**config.mk**
```make
export PLATFORM = sky130hd
export DESIGN_NAME = bounded_array_list_engine
export DESIGN_NICKNAME = d
export VERILOG_FILES = /design/src/bal_pkg.sv /design/src/bal_ram.sv /design/src/bounded_array_list_engine.sv
export SDC_FILE = /design/constraint.sdc
export NUM_CORES = 2
export LEC_CHECK = 0
export ABC_AREA = 1
export ABC_CLOCK_PERIOD_IN_PS = 6580
export BUFFER_PORTS_ARGS = -buffer_cell sky130_fd_sc_hd__buf_4
export CAP_MARGIN = 20
export CELL_PAD_IN_SITES_DETAIL_PLACEMENT = 1
export CELL_PAD_IN_SITES_GLOBAL_PLACEMENT = 2
export CORE_ASPECT_RATIO = 1.4
export CORE_MARGIN = 5
export CORE_UTILIZATION = 45
export CTS_CLUSTER_SIZE = 25
export DETAILED_ROUTE_END_ITERATION = 12
export PLACE_DENSITY_LB_ADDON = 0.15
export SETUP_SLACK_MARGIN = 0.4
export SLEW_MARGIN = 20
export SYNTH_ARGS = -nofsm -noshare
export SYNTH_HDL_FRONTEND = slang
export SYNTH_SLANG_ARGS = --single-unit
```
**constraint.sdc**
```tcl
create_clock -name clock -period 6.58 [get_ports clock]
set_input_delay 0.987 -clock clock [delete_from_list [all_inputs] [get_ports clock]]
set_output_delay 0.987 -clock clock [all_outputs]
set_load 0.01 [all_outputs]
```
**src/bal_pkg.sv**
```systemverilog
// Package for the bounded array list engine: sizes, action and status codes,
// request and response payload types. No dependencies.
package bal_pkg;

   localparam int CAPACITY    = 32;
   localparam int MAX_RESULTS = 32;
   localparam int ADDR_W      = (CAPACITY > 1) ? $clog2(CAPACITY) : 1;
   localparam int CNT_W       = $clog2(CAPACITY + 1);
   localparam int DATA_W      = 32;

   localparam logic [3:0] ACT_PUSH_BACK    = 4'd0;
   localparam logic [3:0] ACT_POP_BACK     = 4'd1;
   localparam logic [3:0] ACT_PUSH_FRONT   = 4'd2;
   localparam logic [3:0] ACT_POP_FRONT    = 4'd3;
   localparam logic [3:0] ACT_INSERT       = 4'd4;
   localparam logic [3:0] ACT_ERASE        = 4'd5;
   localparam logic [3:0] ACT_FIND         = 4'd6;
   localparam logic [3:0] ACT_REMOVE_FIRST = 4'd7;
   localparam logic [3:0] ACT_MODIFY       = 4'd8;
   localparam logic [3:0] ACT_SORT_DESC    = 4'd9;
   localparam logic [3:0] ACT_REMOVE_ALL   = 4'd10;
   localparam logic [3:0] ACT_READ_ALL     = 4'd11;

   localparam logic [2:0] ST_OK       = 3'd0;
   localparam logic [2:0] ST_FULL     = 3'd1;
   localparam logic [2:0] ST_EMPTY    = 3'd2;
   localparam logic [2:0] ST_BADPOS   = 3'd3;
   localparam logic [2:0] ST_NOTFOUND = 3'd4;

   typedef struct packed {
      logic [3:0]         action;
      logic [5:0]         position;
      logic signed [31:0] value;
   } req_type;

   typedef struct packed {
      logic signed [31:0] element;
      logic [4:0]         index;
      logic [5:0]         count;
      logic [2:0]         status;
      logic               last;
   } rsp_type;

endpackage

```
**src/bal_ram.sv**
```systemverilog
// Generic single-port-write, single-port-read RAM with registered read data.
// No dependencies.
module bal_ram #(
   parameter int WIDTH = 32,
   parameter int DEPTH = 32
) (
   input  logic                     clock,
   input  logic                     wr_en,
   input  logic [$clog2(DEPTH)-1:0] wr_addr,
   input  logic [WIDTH-1:0]         wr_data,
   input  logic [$clog2(DEPTH)-1:0] rd_addr,
   output logic [WIDTH-1:0]         rd_data
);

   logic [WIDTH-1:0] mem [DEPTH];

   always_ff @(posedge clock) begin
      if (wr_en) begin
         mem[wr_addr] <= wr_data;
      end
      rd_data <= mem[rd_addr];
   end

endmodule

```
**src/bounded_array_list_engine.sv**
```systemverilog
// Bounded array list engine top level: request decode, list sequencer and
// response register around one element RAM. Depends on bal_pkg and bal_ram.
//
// The list lives in a single 32-entry RAM with registered reads; all work is a
// walk over it, one entry per cycle while the output is not stalled. A request
// that needs no walk (pops at the back, modify, sort of fewer than two entries,
// errors, unused codes) is decoded in S_DEC and has its response registered in
// S_RESP; the engine then returns to S_IDLE to take the next request. Shifts,
// searches, compaction and read-out walk the entries involved. Sort is a bubble
// sort: each pass walks the unsorted entries, and it stops after a pass without
// swaps or after count-1 passes. A stalled response holds the decode of the next
// request, and during read-out a stalled response makes the engine re-read the
// same entry until the output is free. One request is processed at a time; the
// next is taken once its last response has been handed to the output register.
// Read_all emits one response per element, with last on the final one.
module bounded_array_list_engine (
   input  logic             clock,
   input  logic             reset,
   input  logic             req_valid,
   output logic             req_stall,
   input  bal_pkg::req_type req_data,
   output logic             rsp_valid,
   input  logic             rsp_stall,
   output bal_pkg::rsp_type rsp_data
);
   import bal_pkg::*;

   localparam logic [3:0] S_IDLE   = 4'd0;
   localparam logic [3:0] S_DEC    = 4'd1;
   localparam logic [3:0] S_SHUP   = 4'd2;  // shift up (push and insert), reading down
   localparam logic [3:0] S_SHDN   = 4'd3;  // shift down (pop_front, erase, remove_first), reading up
   localparam logic [3:0] S_FIND   = 4'd4;
   localparam logic [3:0] S_COMP   = 4'd5;  // remove_all compaction
   localparam logic [3:0] S_READ   = 4'd6;
   localparam logic [3:0] S_SORT   = 4'd7;
   localparam logic [3:0] S_RESP   = 4'd8;
   localparam logic [3:0] S_SHUPW  = 4'd9;  // write of the new value after shift

   logic [3:0]        state_ff, state_in;
   req_type           req_ff, req_in;
   logic [CNT_W-1:0]  count_ff, count_in;
   logic [CNT_W-1:0]  ptr_ff, ptr_in;       // read pointer
   logic [CNT_W-1:0]  wptr_ff, wptr_in;     // write pointer / pass limit
   logic              rdv_ff, rdv_in;       // read data valid for entry lastp_ff
   logic [DATA_W-1:0] hold_ff, hold_in;     // sort carry element
   logic              hold_v_ff, hold_v_in;
   logic              swp_ff, swp_in;       // a swap happened this pass
   logic [CNT_W-1:0]  lastp_ff, lastp_in;   // element index of pending read
   logic              ovalid_ff, ovalid_in;
   rsp_type           odata_ff, odata_in;

   logic              wr_en;
   logic [ADDR_W-1:0] wr_addr, rd_addr;
   logic [DATA_W-1:0] wr_data, rd_data;

   bal_ram #(.WIDTH(DATA_W), .DEPTH(CAPACITY)) u_store (
      .clock  (clock),
      .wr_en  (wr_en),
      .wr_addr(wr_addr),
      .wr_data(wr_data),
      .rd_addr(rd_addr),
      .rd_data(rd_data)
   );

   logic out_free;
   assign out_free  = !ovalid_ff || !rsp_stall;
   assign req_stall = (state_ff != S_IDLE);
   assign rsp_valid = ovalid_ff;
   assign rsp_data  = odata_ff;

   function automatic logic sgt(logic [DATA_W-1:0] a, logic [DATA_W-1:0] b);
      return $signed(a) > $signed(b);
   endfunction

   always_comb begin
      state_in  = state_ff;
      req_in    = req_ff;
      count_in  = count_ff;
      ptr_in    = ptr_ff;
      wptr_in   = wptr_ff;
      rdv_in    = 1'b0;
      hold_in   = hold_ff;
      hold_v_in = hold_v_ff;
      swp_in    = swp_ff;
      lastp_in  = lastp_ff;
      ovalid_in = ovalid_ff && rsp_stall;
      odata_in  = odata_ff;
      wr_en     = 1'b0;
      wr_addr   = '0;
      wr_data   = req_ff.value;
      rd_addr   = ptr_ff[ADDR_W-1:0];
      case (state_ff)
         S_IDLE: begin
            if (req_valid) begin
               req_in   = req_data;
               state_in = S_DEC;
            end
         end
         S_DEC: begin
            state_in = S_RESP;
            if (ovalid_ff && rsp_stall) begin
               state_in = S_DEC;   // output still occupied
            end else begin
               // status / index held in odata_ff fields until the response
               odata_in.element = '0;
               odata_in.index   = '0;
               odata_in.status  = ST_OK;
               odata_in.last    = 1'b1;
               case (req_ff.action)
                  ACT_PUSH_BACK, ACT_PUSH_FRONT, ACT_INSERT: begin
                     if (count_ff >= CNT_W'(CAPACITY)) begin
                        odata_in.status = ST_FULL;
                     end else if (req_ff.action == ACT_INSERT &&
                                  {1'b0, req_ff.position} > 7'(count_ff)) begin
                        odata_in.status = ST_BADPOS;
                     end else begin
                        // wptr = insert position; shift from count-1 down.
                        if (req_ff.action == ACT_PUSH_BACK)
                           wptr_in = count_ff;
                        else if (req_ff.action == ACT_PUSH_FRONT)
                           wptr_in = '0;
                        else
                           wptr_in = CNT_W'(req_ff.position);
                        ptr_in   = count_ff;
                        state_in = S_SHUP;
                     end
                  end
                  ACT_POP_BACK: begin
                     if (count_ff == '0) odata_in.status = ST_EMPTY;
                     else count_in = count_ff - 1'b1;
                  end
                  ACT_POP_FRONT, ACT_ERASE, ACT_MODIFY: begin
                     if (count_ff == '0) begin
                        odata_in.status = ST_EMPTY;
                     end else if (req_ff.action != ACT_POP_FRONT &&
                                  7'(req_ff.position) >= 7'(count_ff)) begin
                        odata_in.status = ST_BADPOS;
                     end else if (req_ff.action == ACT_MODIFY) begin
                        wr_en   = 1'b1;
                        wr_addr = req_ff.position[ADDR_W-1:0];
                     end else begin
                        wptr_in  = (req_ff.action == ACT_ERASE) ?
                                   CNT_W'(req_ff.position) : '0;
                        ptr_in   = ((req_ff.action == ACT_ERASE) ?
                                   CNT_W'(req_ff.position) : '0) + 1'b1;
                        state_in = S_SHDN;
                     end
                  end
                  ACT_FIND, ACT_REMOVE_FIRST: begin
                     ptr_in   = '0;
                     state_in = S_FIND;
                  end
                  ACT_REMOVE_ALL: begin
                     ptr_in   = '0;
                     wptr_in  = '0;
                     state_in = S_COMP;
                  end
                  ACT_READ_ALL: begin
                     if (count_ff == '0) begin
                        odata_in.status = ST_EMPTY;
                     end else begin
                        ptr_in   = '0;
                        state_in = S_READ;
                     end
                  end
                  ACT_SORT_DESC: begin
                     if (count_ff > CNT_W'(1)) begin
                        ptr_in    = '0;
                        wptr_in   = count_ff;   // pass limit
                        hold_v_in = 1'b0;
                        swp_in    = 1'b0;
                        state_in  = S_SORT;
                     end
                  end
                  default: ;
               endcase
            end
         end
         S_SHUP: begin
            // Read entry ptr-1, write it to ptr next cycle.
            if (rdv_ff) begin
               wr_en   = 1'b1;
               wr_addr = lastp_ff[ADDR_W-1:0] + 1'b1;
               wr_data = rd_data;
            end
            if (ptr_ff > wptr_ff) begin
               rd_addr  = ADDR_W'(ptr_ff - 1'b1);
               lastp_in = ptr_ff - 1'b1;
               ptr_in   = ptr_ff - 1'b1;
               rdv_in   = 1'b1;
            end else begin
               state_in = S_SHUPW;
            end
         end
         S_SHUPW: begin
            wr_en    = 1'b1;
            wr_addr  = wptr_ff[ADDR_W-1:0];
            count_in = count_ff + 1'b1;
            state_in = S_RESP;
         end
         S_SHDN: begin
            // Read entry ptr, write it to ptr-1 next cycle.
            if (rdv_ff) begin
               wr_en   = 1'b1;
               wr_addr = ADDR_W'(lastp_ff - 1'b1);
               wr_data = rd_data;
            end
            if (ptr_ff < count_ff) begin
               rd_addr  = ptr_ff[ADDR_W-1:0];
               lastp_in = ptr_ff;
               ptr_in   = ptr_ff + 1'b1;
               rdv_in   = 1'b1;
            end else begin
               count_in = count_ff - 1'b1;
               state_in = S_RESP;
            end
         end
         S_FIND: begin
            if (rdv_ff && rd_data == req_ff.value) begin
               if (req_ff.action == ACT_FIND) begin
                  odata_in.index = lastp_ff[4:0];
                  state_in       = S_RESP;
               end else begin
                  ptr_in   = lastp_ff + 1'b1;
                  state_in = S_SHDN;
               end
            end else if (ptr_ff < count_ff) begin
               rd_addr  = ptr_ff[ADDR_W-1:0];
               lastp_in = ptr_ff;
               ptr_in   = ptr_ff + 1'b1;
               rdv_in   = 1'b1;
            end else begin
               odata_in.status = ST_NOTFOUND;
               state_in        = S_RESP;
            end
         end
         S_COMP: begin
            // Writes only go to wptr <= read index, so no hazard.
            if (rdv_ff && rd_data != req_ff.value) begin
               wr_en   = 1'b1;
               wr_addr = wptr_ff[ADDR_W-1:0];
               wr_data = rd_data;
               wptr_in = wptr_ff + 1'b1;
            end
            if (ptr_ff < count_ff) begin
               rd_addr = ptr_ff[ADDR_W-1:0];
               ptr_in  = ptr_ff + 1'b1;
               rdv_in  = 1'b1;
            end else begin
               count_in = (rdv_ff && rd_data != req_ff.value) ?
                          wptr_ff + 1'b1 : wptr_ff;
               state_in = S_RESP;
            end
         end
         S_READ: begin
            if (rdv_ff) begin
               if (out_free) begin
                  ovalid_in        = 1'b1;
                  odata_in.element = rd_data;
                  odata_in.index   = lastp_ff[4:0];
                  odata_in.count   = count_ff[5:0];
                  odata_in.status  = ST_OK;
                  odata_in.last    = (lastp_ff + 1'b1 == count_ff) ||
                                     (lastp_ff + 1'b1 == CNT_W'(MAX_RESULTS));
                  if (odata_in.last) begin
                     state_in = S_IDLE;
                  end else begin
                     rd_addr  = ptr_ff[ADDR_W-1:0];
                     lastp_in = ptr_ff;
                     ptr_in   = ptr_ff + 1'b1;
                     rdv_in   = 1'b1;
                  end
               end else begin
                  // Re-read the same entry while the output is blocked.
                  rd_addr = lastp_ff[ADDR_W-1:0];
                  rdv_in  = 1'b1;
               end
            end else begin
               rd_addr  = ptr_ff[ADDR_W-1:0];
               lastp_in = ptr_ff;
               ptr_in   = ptr_ff + 1'b1;
               rdv_in   = 1'b1;
            end
         end
         S_SORT: begin
            // One bubble pass: carry the smaller element upward in hold_ff.
            if (rdv_ff) begin
               if (!hold_v_ff) begin
                  hold_in   = rd_data;
                  hold_v_in = 1'b1;
               end else begin
                  wr_en   = 1'b1;
                  wr_addr = ADDR_W'(lastp_ff - 1'b1);
                  if (sgt(rd_data, hold_ff)) begin
                     wr_data = rd_data;
                     swp_in  = 1'b1;
                  end else begin
                     wr_data = hold_ff;
                     hold_in = rd_data;
                  end
               end
            end
            if (ptr_ff < wptr_ff) begin
               rd_addr  = ptr_ff[ADDR_W-1:0];
               lastp_in = ptr_ff;
               ptr_in   = ptr_ff + 1'b1;
               rdv_in   = 1'b1;
            end else if (!rdv_ff) begin
               // Pass done: store the carried element at the pass end.
               wr_en     = 1'b1;
               wr_addr   = ADDR_W'(wptr_ff - 1'b1);
               wr_data   = hold_ff;
               hold_v_in = 1'b0;
               swp_in    = 1'b0;
               ptr_in    = '0;
               wptr_in   = wptr_ff - 1'b1;
               if (!swp_ff || wptr_ff <= CNT_W'(2)) state_in = S_RESP;
            end
         end
         S_RESP: begin
            if (out_free) begin
               ovalid_in      = 1'b1;
               odata_in.count = count_ff[5:0];
               state_in       = S_IDLE;
            end
         end
         default: state_in = S_IDLE;
      endcase
   end

   always_ff @(posedge clock) begin
      if (reset) begin
         state_ff  <= S_IDLE;
         count_ff  <= '0;
         ovalid_ff <= 1'b0;
         rdv_ff    <= 1'b0;
         hold_v_ff <= 1'b0;
         swp_ff    <= 1'b0;
      end else begin
         state_ff  <= state_in;
         count_ff  <= count_in;
         ovalid_ff <= ovalid_in;
         rdv_ff    <= rdv_in;
         hold_v_ff <= hold_v_in;
         swp_ff    <= swp_in;
      end
      req_ff   <= req_in;
      ptr_ff   <= ptr_in;
      wptr_ff  <= wptr_in;
      hold_ff  <= hold_in;
      lastp_ff <= lastp_in;
      odata_ff <= odata_in;
   end

endmodule

```
Word level (Yosys, flattened, before mapping). Memory sizes are Yosys's and may differ from the RTL's. A register that Yosys moved wholly into a read port is not among the register bits. Index checks and enable logic that the tools add are counted.

Bits in registers: 153. Bits in latches: 0. Memory bits (writable): 1024. Memory bits (read-only): 0. Input port bits: 46. Output and inout port bits: 49. Word-level logic and storage cells: 295. Memories: 1.

Add/sub/neg operators: 10. Multiply operators: 0. Divide/modulo/power cells: 0. Magnitude comparators: 9. Eq/ne operators: 61. Shift-type cells: 0. Mux-type cells: 154. Bitwise gates (word level): 0. Reductions and logical operators: 42.

Memory list: u_store.mem (depth 32, bits a word 32, rd ports 1, clocked after Yosys merged registers in 1, wr ports 1, RTL line bal_ram.sv:15) `logic [WIDTH-1:0] mem [DEPTH];`.

Operator list (number): $mux W32 (9); $mux W6 (42); $pmux W32 S3 (1); $mux W47 (2); $mux W5 (17); $mux W4 (21); $pmux W32 S2 (1); $pmux W6 S5 (2); $pmux W6 S4 (2); $ne A2 B2 Y1 const B (21); $mux W37 (1); $pmux W4 S9 (1); $pmux W6 S6 (1); $mux W1 (33); $ne A3 B3 Y1 const B (11); $eq A32 B32 Y1 (1); $eq A4 B3 Y1 const B (8); $gt A32 B32 Y1 (1); $ne A32 B32 Y1 (1); $add A6 B1 Y6 const B (5); $pmux W5 S6 (1); $eq A4 B4 Y1 const B (6); $pmux W4 S6 (1); $reduce_and A6 Y1 (4); 45 further kinds (83).

Logic depth before layout (Yosys ltp).
Depth in word-level cells: 9. Mapped depth: 23. Gate-level depth less buffers: 21.

Modules after synthesis. From an unflattened synthesis, not the netlist that was laid out.

Cell total of the unflattened synthesis: 5040. Area total of the unflattened synthesis: 53880.4 um2.

Modules (own cells, without submodules): bal_ram (instances 1, cells each 3536, area each 42405.7 um2, sequential area each 31390.1 um2); bounded_array_list_engine (instances 1, cells each 1504, area each 11474.8 um2, sequential area each 4454.3 um2).

Worst setup path before layout. No wires, ideal clock.

Path type: reg2reg. Start point: register count_ff[5]. End point: memory u_store.mem[1][0] (enable). Setup time: 421 ps. Arrival time: 3800 ps. Slack: 2359 ps. Stages on the path, launching flop included: 17. Path buffers: 1. Cells stage by stage: dfxtp_1 -> clkbuf_1 -> clkinv_1 -> ha_1 -> nand2_1 -> nor2_1 -> o21ai_0 -> o211ai_1 -> o21ai_0 -> nand2_1 -> inv_1 -> nand2_1 -> inv_1 -> nand3_1 -> nand2_1 -> nand3_1 -> nor2_1.

Cells in the longest elaborated chain, start to end: 9.

Ends and longest elaborated chain: from (decl) (RTL line bounded_array_list_engine.sv:41) `logic [CNT_W-1:0] count_ff, count_in;`; from (signal assigned) (RTL line bounded_array_list_engine.sv:341) `count_ff <= count_in;`; $ge A6 B6 Y1 (RTL line bounded_array_list_engine.sv:136) `7'(req_ff.position) >= 7'(count_ff)) begin`; $logic_and A1 B1 Y1 (RTL line bounded_array_list_engine.sv:135) `end else if (req_ff.action != ACT_POP_FRONT &&`; $mux W1 (RTL line bounded_array_list_engine.sv:135); $mux W1 (RTL line bounded_array_list_engine.sv:133) `if (count_ff == '0) begin`; $mux W1 (RTL line bounded_array_list_engine.sv:109) `case (req_ff.action)`; $mux W1 (RTL line bounded_array_list_engine.sv:101) `if (ovalid_ff && rsp_stall) begin`; $pmux W1 S5 (RTL line bounded_array_list_engine.sv:92) `case (state_ff)`; $mux W1 (RTL line bal_ram.sv:18) `if (wr_en) begin`; $mux W1 (not written as such) (RTL line bal_ram.sv:19) `mem[wr_addr] <= wr_data;`; to (decl) (RTL line bal_ram.sv:15).

Parallel ways exist; a longest one is shown, timed or not.

Worst setup path in the final report.
Start point: register hold_ff[31]. End point: memory u_store.mem[29][29] (data pin).

Cells in the longest elaborated chain, start to end: 7.

Ends and longest elaborated chain: from (decl) (RTL line bounded_array_list_engine.sv:45) `logic [DATA_W-1:0] hold_ff, hold_in;`; from (signal assigned) (RTL line bounded_array_list_engine.sv:350) `hold_ff <= hold_in;`; $gt A32 B32 Y1 * (RTL line bounded_array_list_engine.sv:72) `return $signed(a) > $signed(b);`; $mux W32 * (RTL line bounded_array_list_engine.sv:294) `if (sgt(rd_data, hold_ff)) begin`; $mux W32 * (RTL line bounded_array_list_engine.sv:288) `if (!hold_v_ff) begin`; $mux W32 * (RTL line bounded_array_list_engine.sv:287) `if (rdv_ff) begin`; $mux W32 (RTL line bounded_array_list_engine.sv:308) `end else if (!rdv_ff) begin`; $mux W32 * (RTL line bounded_array_list_engine.sv:303) `if (ptr_ff < wptr_ff) begin`; $pmux W32 S3 * (RTL line bounded_array_list_engine.sv:92); via u_store.wr_data[29] (RTL line bal_ram.sv:10) `input logic [WIDTH-1:0] wr_data,`.

Mark *: on every way through the listed nets, which the timed path passes. The rest lies on a longest branch.

==> results.md <==
- Nature of the critical path endpoint: flop
- # DRC: 0
- Gate power share: 0.398
- Family with the most delay on the worst path: simple AND/OR/NAND/NOR gates
- Die ar.: 133000 um^2
- Post-Syn Instances: 5738
- Area grow syn2layout: 12.9%
- Status: finished clean
- Unrepaired setup endpoints after global routing: false
- Die Height: 430 um
- Clk Latency, worst-skew pair: a little under 0.8 ns
- Wire length on met2: ~100000 um
- Global-route wire length before repair: 300000 um
- FF+latch count, synth: 1209
- Tcrit/Tclk final: 0.788
- Leakage: 26.2 nW
- Placement Setup Slack: 1.50 ns
- Highest clock rate: about 0.19 GHz
- P per Cell Area: 450 nW/um^2
- Hold Buf Count CTS: 0
- # rows: 154
- Initial antenna violation count: 5
- Hold path start: req_data[6]
- DR WL/cell: 27.4 um
- Post-Route WL: between 200000 and 250000 um
- FF-to-FF setup slack: 1.39 ns
- Finished Layout Cells: between 7000 and 8000
- CP bufs+invs: 2
- Hold Path Sink: req_ff[6]
- Worst-Margin Slew: 1.12 ns
- Synth Flop Type: edfxtp_1
- Crit-path cells: inv_1, ha_1, nand2_1, nor2_1, nand4_1, nor2_1, nand4_1, nand3_2, buf_4, nand2_1, nand3_1, nand3_1, a21oi_4
- DRT antenna net count: 0
- Seq/Total Area, Yosys: 0.632
- HPWL after DPL: 119000 um
- Worst Path Required: ~7 ns
- Largest net degree at the start of global routing: approximately 130
- Num CTS Buffers: 121
- Leading area contributor after synthesis: edfxtp_1
- Num Clock Sinks: 1209
- Port bufs: 94
- Area contributors post-synth: edfxtp_1 (62%), nand2_1 (9.5%), nand3_1 (7.9%)
- Number of I/O pins: 95
- Critical R2R Capture: u_store.mem[29][29]
- DP Cell Count: 7308
- PnR worst setup slack: 1.39 ns
- Gr ovfl total: 0
- Ys async rst share: 0
- Relative slew slack: 0.252
- Via count: approximately 43000
- Highest metal used: met5
- Number of fill cells: around 14000
- Reg2reg start: hold_ff[31]
- Clock transition at the registers of the reported paths: 0.07 ns
- Sw Share: 0.421
- Layout net count: slightly below 6000
- Maximum vdd drop: 0.314 mV
- Synth top area share: 0.616
- Post-synth cell types: 54
- Initial DRC count: 3974
- CTS tree: built
- Core Box Area: 125000 um^2
- Finished Cell Area: 64000 um^2
- Share of cells above drive strength 1: 0.0845
- Setup-failing EPs final: 0
- H-tree levels: 3
- Internal power: 0.0167 W
- Psw: around 0.012 W
- Min Clock Period, post-route: 5.19 ns
- Synthesized area per cell: 9.88 um^2
- Global Route Usage Sum: 0.305
- Starting Density: 0.452
- Crit path launch type: flop
- Setup TNS: 0 ns
- Sequential cell area: roughly 36000 um^2
- Syn Nets: slightly below 6000
- CTS root buf: clkbuf_16
- Post-CTS setup buffers: 0
- Pins Over Slew Limit: 0
- DIE WIDTH: 310 um
- Dpl cell area: 59800 um^2
- CP Class: reg2reg
- Min-delay worst type: in2reg
- Worst Path Arrival: 5.60 ns
- Yosys warns: 0
- Vias in the first global route: around 45000
- Final Hold Viols: 0
- Hold depth: 1
- Post-CTS sizing: 0
- Seq pwr share: 0.349
- Worst path max stage delay: between 0.8 and 0.9 ns
- Skew final: 0.0720 ns
- Area of the multi-input gates: around 16000 um^2
- GPL Wtd Cong: approximately 0.95
- Initial DRT Pass Iterations: 5
- CP Max Fanout: 32
- Vias per cell: 5.73
- FF-to-FF path depth: 13
- Routed metal-1 wirelength: slightly above 80000 um
- Slowest stage cell on the critical path: a21oi_4
- Metal3 WL: 13700 um
- Mapped Area: between 50000 and 60000 um^2
- Max-cap violation count: 0
- Post-synth EDFFs: 1163
- Longest Clk Path Bufs: 3
- Clock power frac: 0.252
through the flow:
step | hold WS, ns | total power [W] | util
after global placement | 0.440 | 0.0214 | 0.477
after floorplan | 0.406 | 0.0169 | -
after detailed placement | 0.455 | 0.0216 | 0.477
final | 0.377 | 0.0288 | 0.510
after global routing | 0.359 | 0.0302 | 0.510
after CTS | 0.321 | 0.0289 | 0.510
cells in the final DEF, fill, tap and decap left out, types with 10 or more instances in the layout:
master / n
buf_4: 195
o211ai_1: 16
a21oi_1: 59
or2_2: 10
nand2_1: 1435
bufinv_16: 17
xor2_1: 20
clkinv_2: 18
dfxtp_1: 45
a21oi_2: 10
clkbuf_16: 122
o21ai_0: 135
buf_12: 25
edfxtp_1: 1163
o21ai_1: 35
inv_1: 926
nor2_4: 36
ha_1: 62
nand3_1: 899
nor3_1: 11
nand3b_1: 196
xnor2_1: 18
o221ai_1: 22
nand4_1: 56
clkbuf_1: 28
clkinv_1: 22
nor2_1: 184
o22ai_1: 13
area by class of cell:
| class | instances | area share |
|---|---|---|
| Antenna cell | 4 | 0.000156 |
| Clock buffer | 155 | 0.0504 |
| Clock inverter | 68 | 0.0140 |
| Inverter | 944 | 0.0559 |
| Multi-Input combinational cell | 3295 | 0.256 |
| Sequential cell | 1209 | 0.560 |
| Tap cell | 1638 | 0.0320 |
| Timing Repair Buffer | 223 | 0.0315 |
layer usage:
layer,vias to the layer above,track usage
met5,-,0
met4,2,0.132
met3,451,0.0418
met2,1648,0.519
met1,21900,0.390
li1,19200,-
registers in the layout (all words and copies together) (netlist names):
register / flops
count_ff: 6
state_ff: 4
req_ff: 42
hold_v_ff: 1
rdv_ff: 1
wptr_ff: 6
lastp_ff: 6
hold_ff: 32
u_store.rd_data: 32
rsp_data: 47
swp_ff: 1
rsp_valid: 1
ptr_ff: 6
u_store.mem: 1024
power by group through the flow:
stage | Clock [W] | Sequential [W] | Combinational (W)
after floorplan | 0 | 0.0101 | 0.00681
after global placement | 0 | 0.0102 | 0.0112
after detailed placement | 0 | 0.0102 | 0.0113
after CTS | 0.00738 | 0.0101 | 0.0114
after global routing | 0.00769 | 0.0101 | 0.0124
final | 0.00727 | 0.0101 | 0.0115
Yosys cell counts, drive strengths merged, types with 5 or more instances:
cell	instances
o211ai	16
a221oi	7
xor2	20
clkbuf	99
o22ai	13
o21ai	170
nor3	12
nand3	903
xnor2	18
or2	11
a21oi	75
ha	62
buf	191
nor2	226
dfxtp	46
o21bai	5
nand4	56
inv	940
o221ai	22
nand3b	196
a211oi	9
edfxtp	1163
nand2	1442
worst max-delay path by stage:
stage / startpoint / endpoint / slack (ns) / depth (start not counted)
after floorplan: count_ff[5] / u_store.mem[1][0] / 2.36 / 16
after global placement: hold_ff[31] / u_store.mem[0][11] / 1.27 / 13
after detailed placement: hold_ff[31] / u_store.mem[23][29] / 1.50 / 13
after CTS: hold_ff[31] / u_store.mem[28][29] / 1.50 / 13
after global routing: hold_ff[31] / u_store.mem[29][29] / 1.26 / 13
final: hold_ff[31] / u_store.mem[29][29] / 1.39 / 13
logic make-up (layout without fill, tap and decap cells):
logic type | after synthesis | after routing | synth area share
AO/OA/AOI/OAI | 340 | 340 | 0.0347
multiplexers | 1 | 1 | 0.000177
other | 0 | 4 | 0
flip-flops | 1209 | 1209 | 0.632
AND/OR/NAND/NOR | 2854 | 2854 | 0.227
buffers and inverters | 1234 | 1390 | 0.0861
XOR/XNOR | 38 | 38 | 0.00587
adder cells (fa/ha/maj) | 62 | 62 | 0.0137
Note: power is estimated with default switching activity, not from simulation.
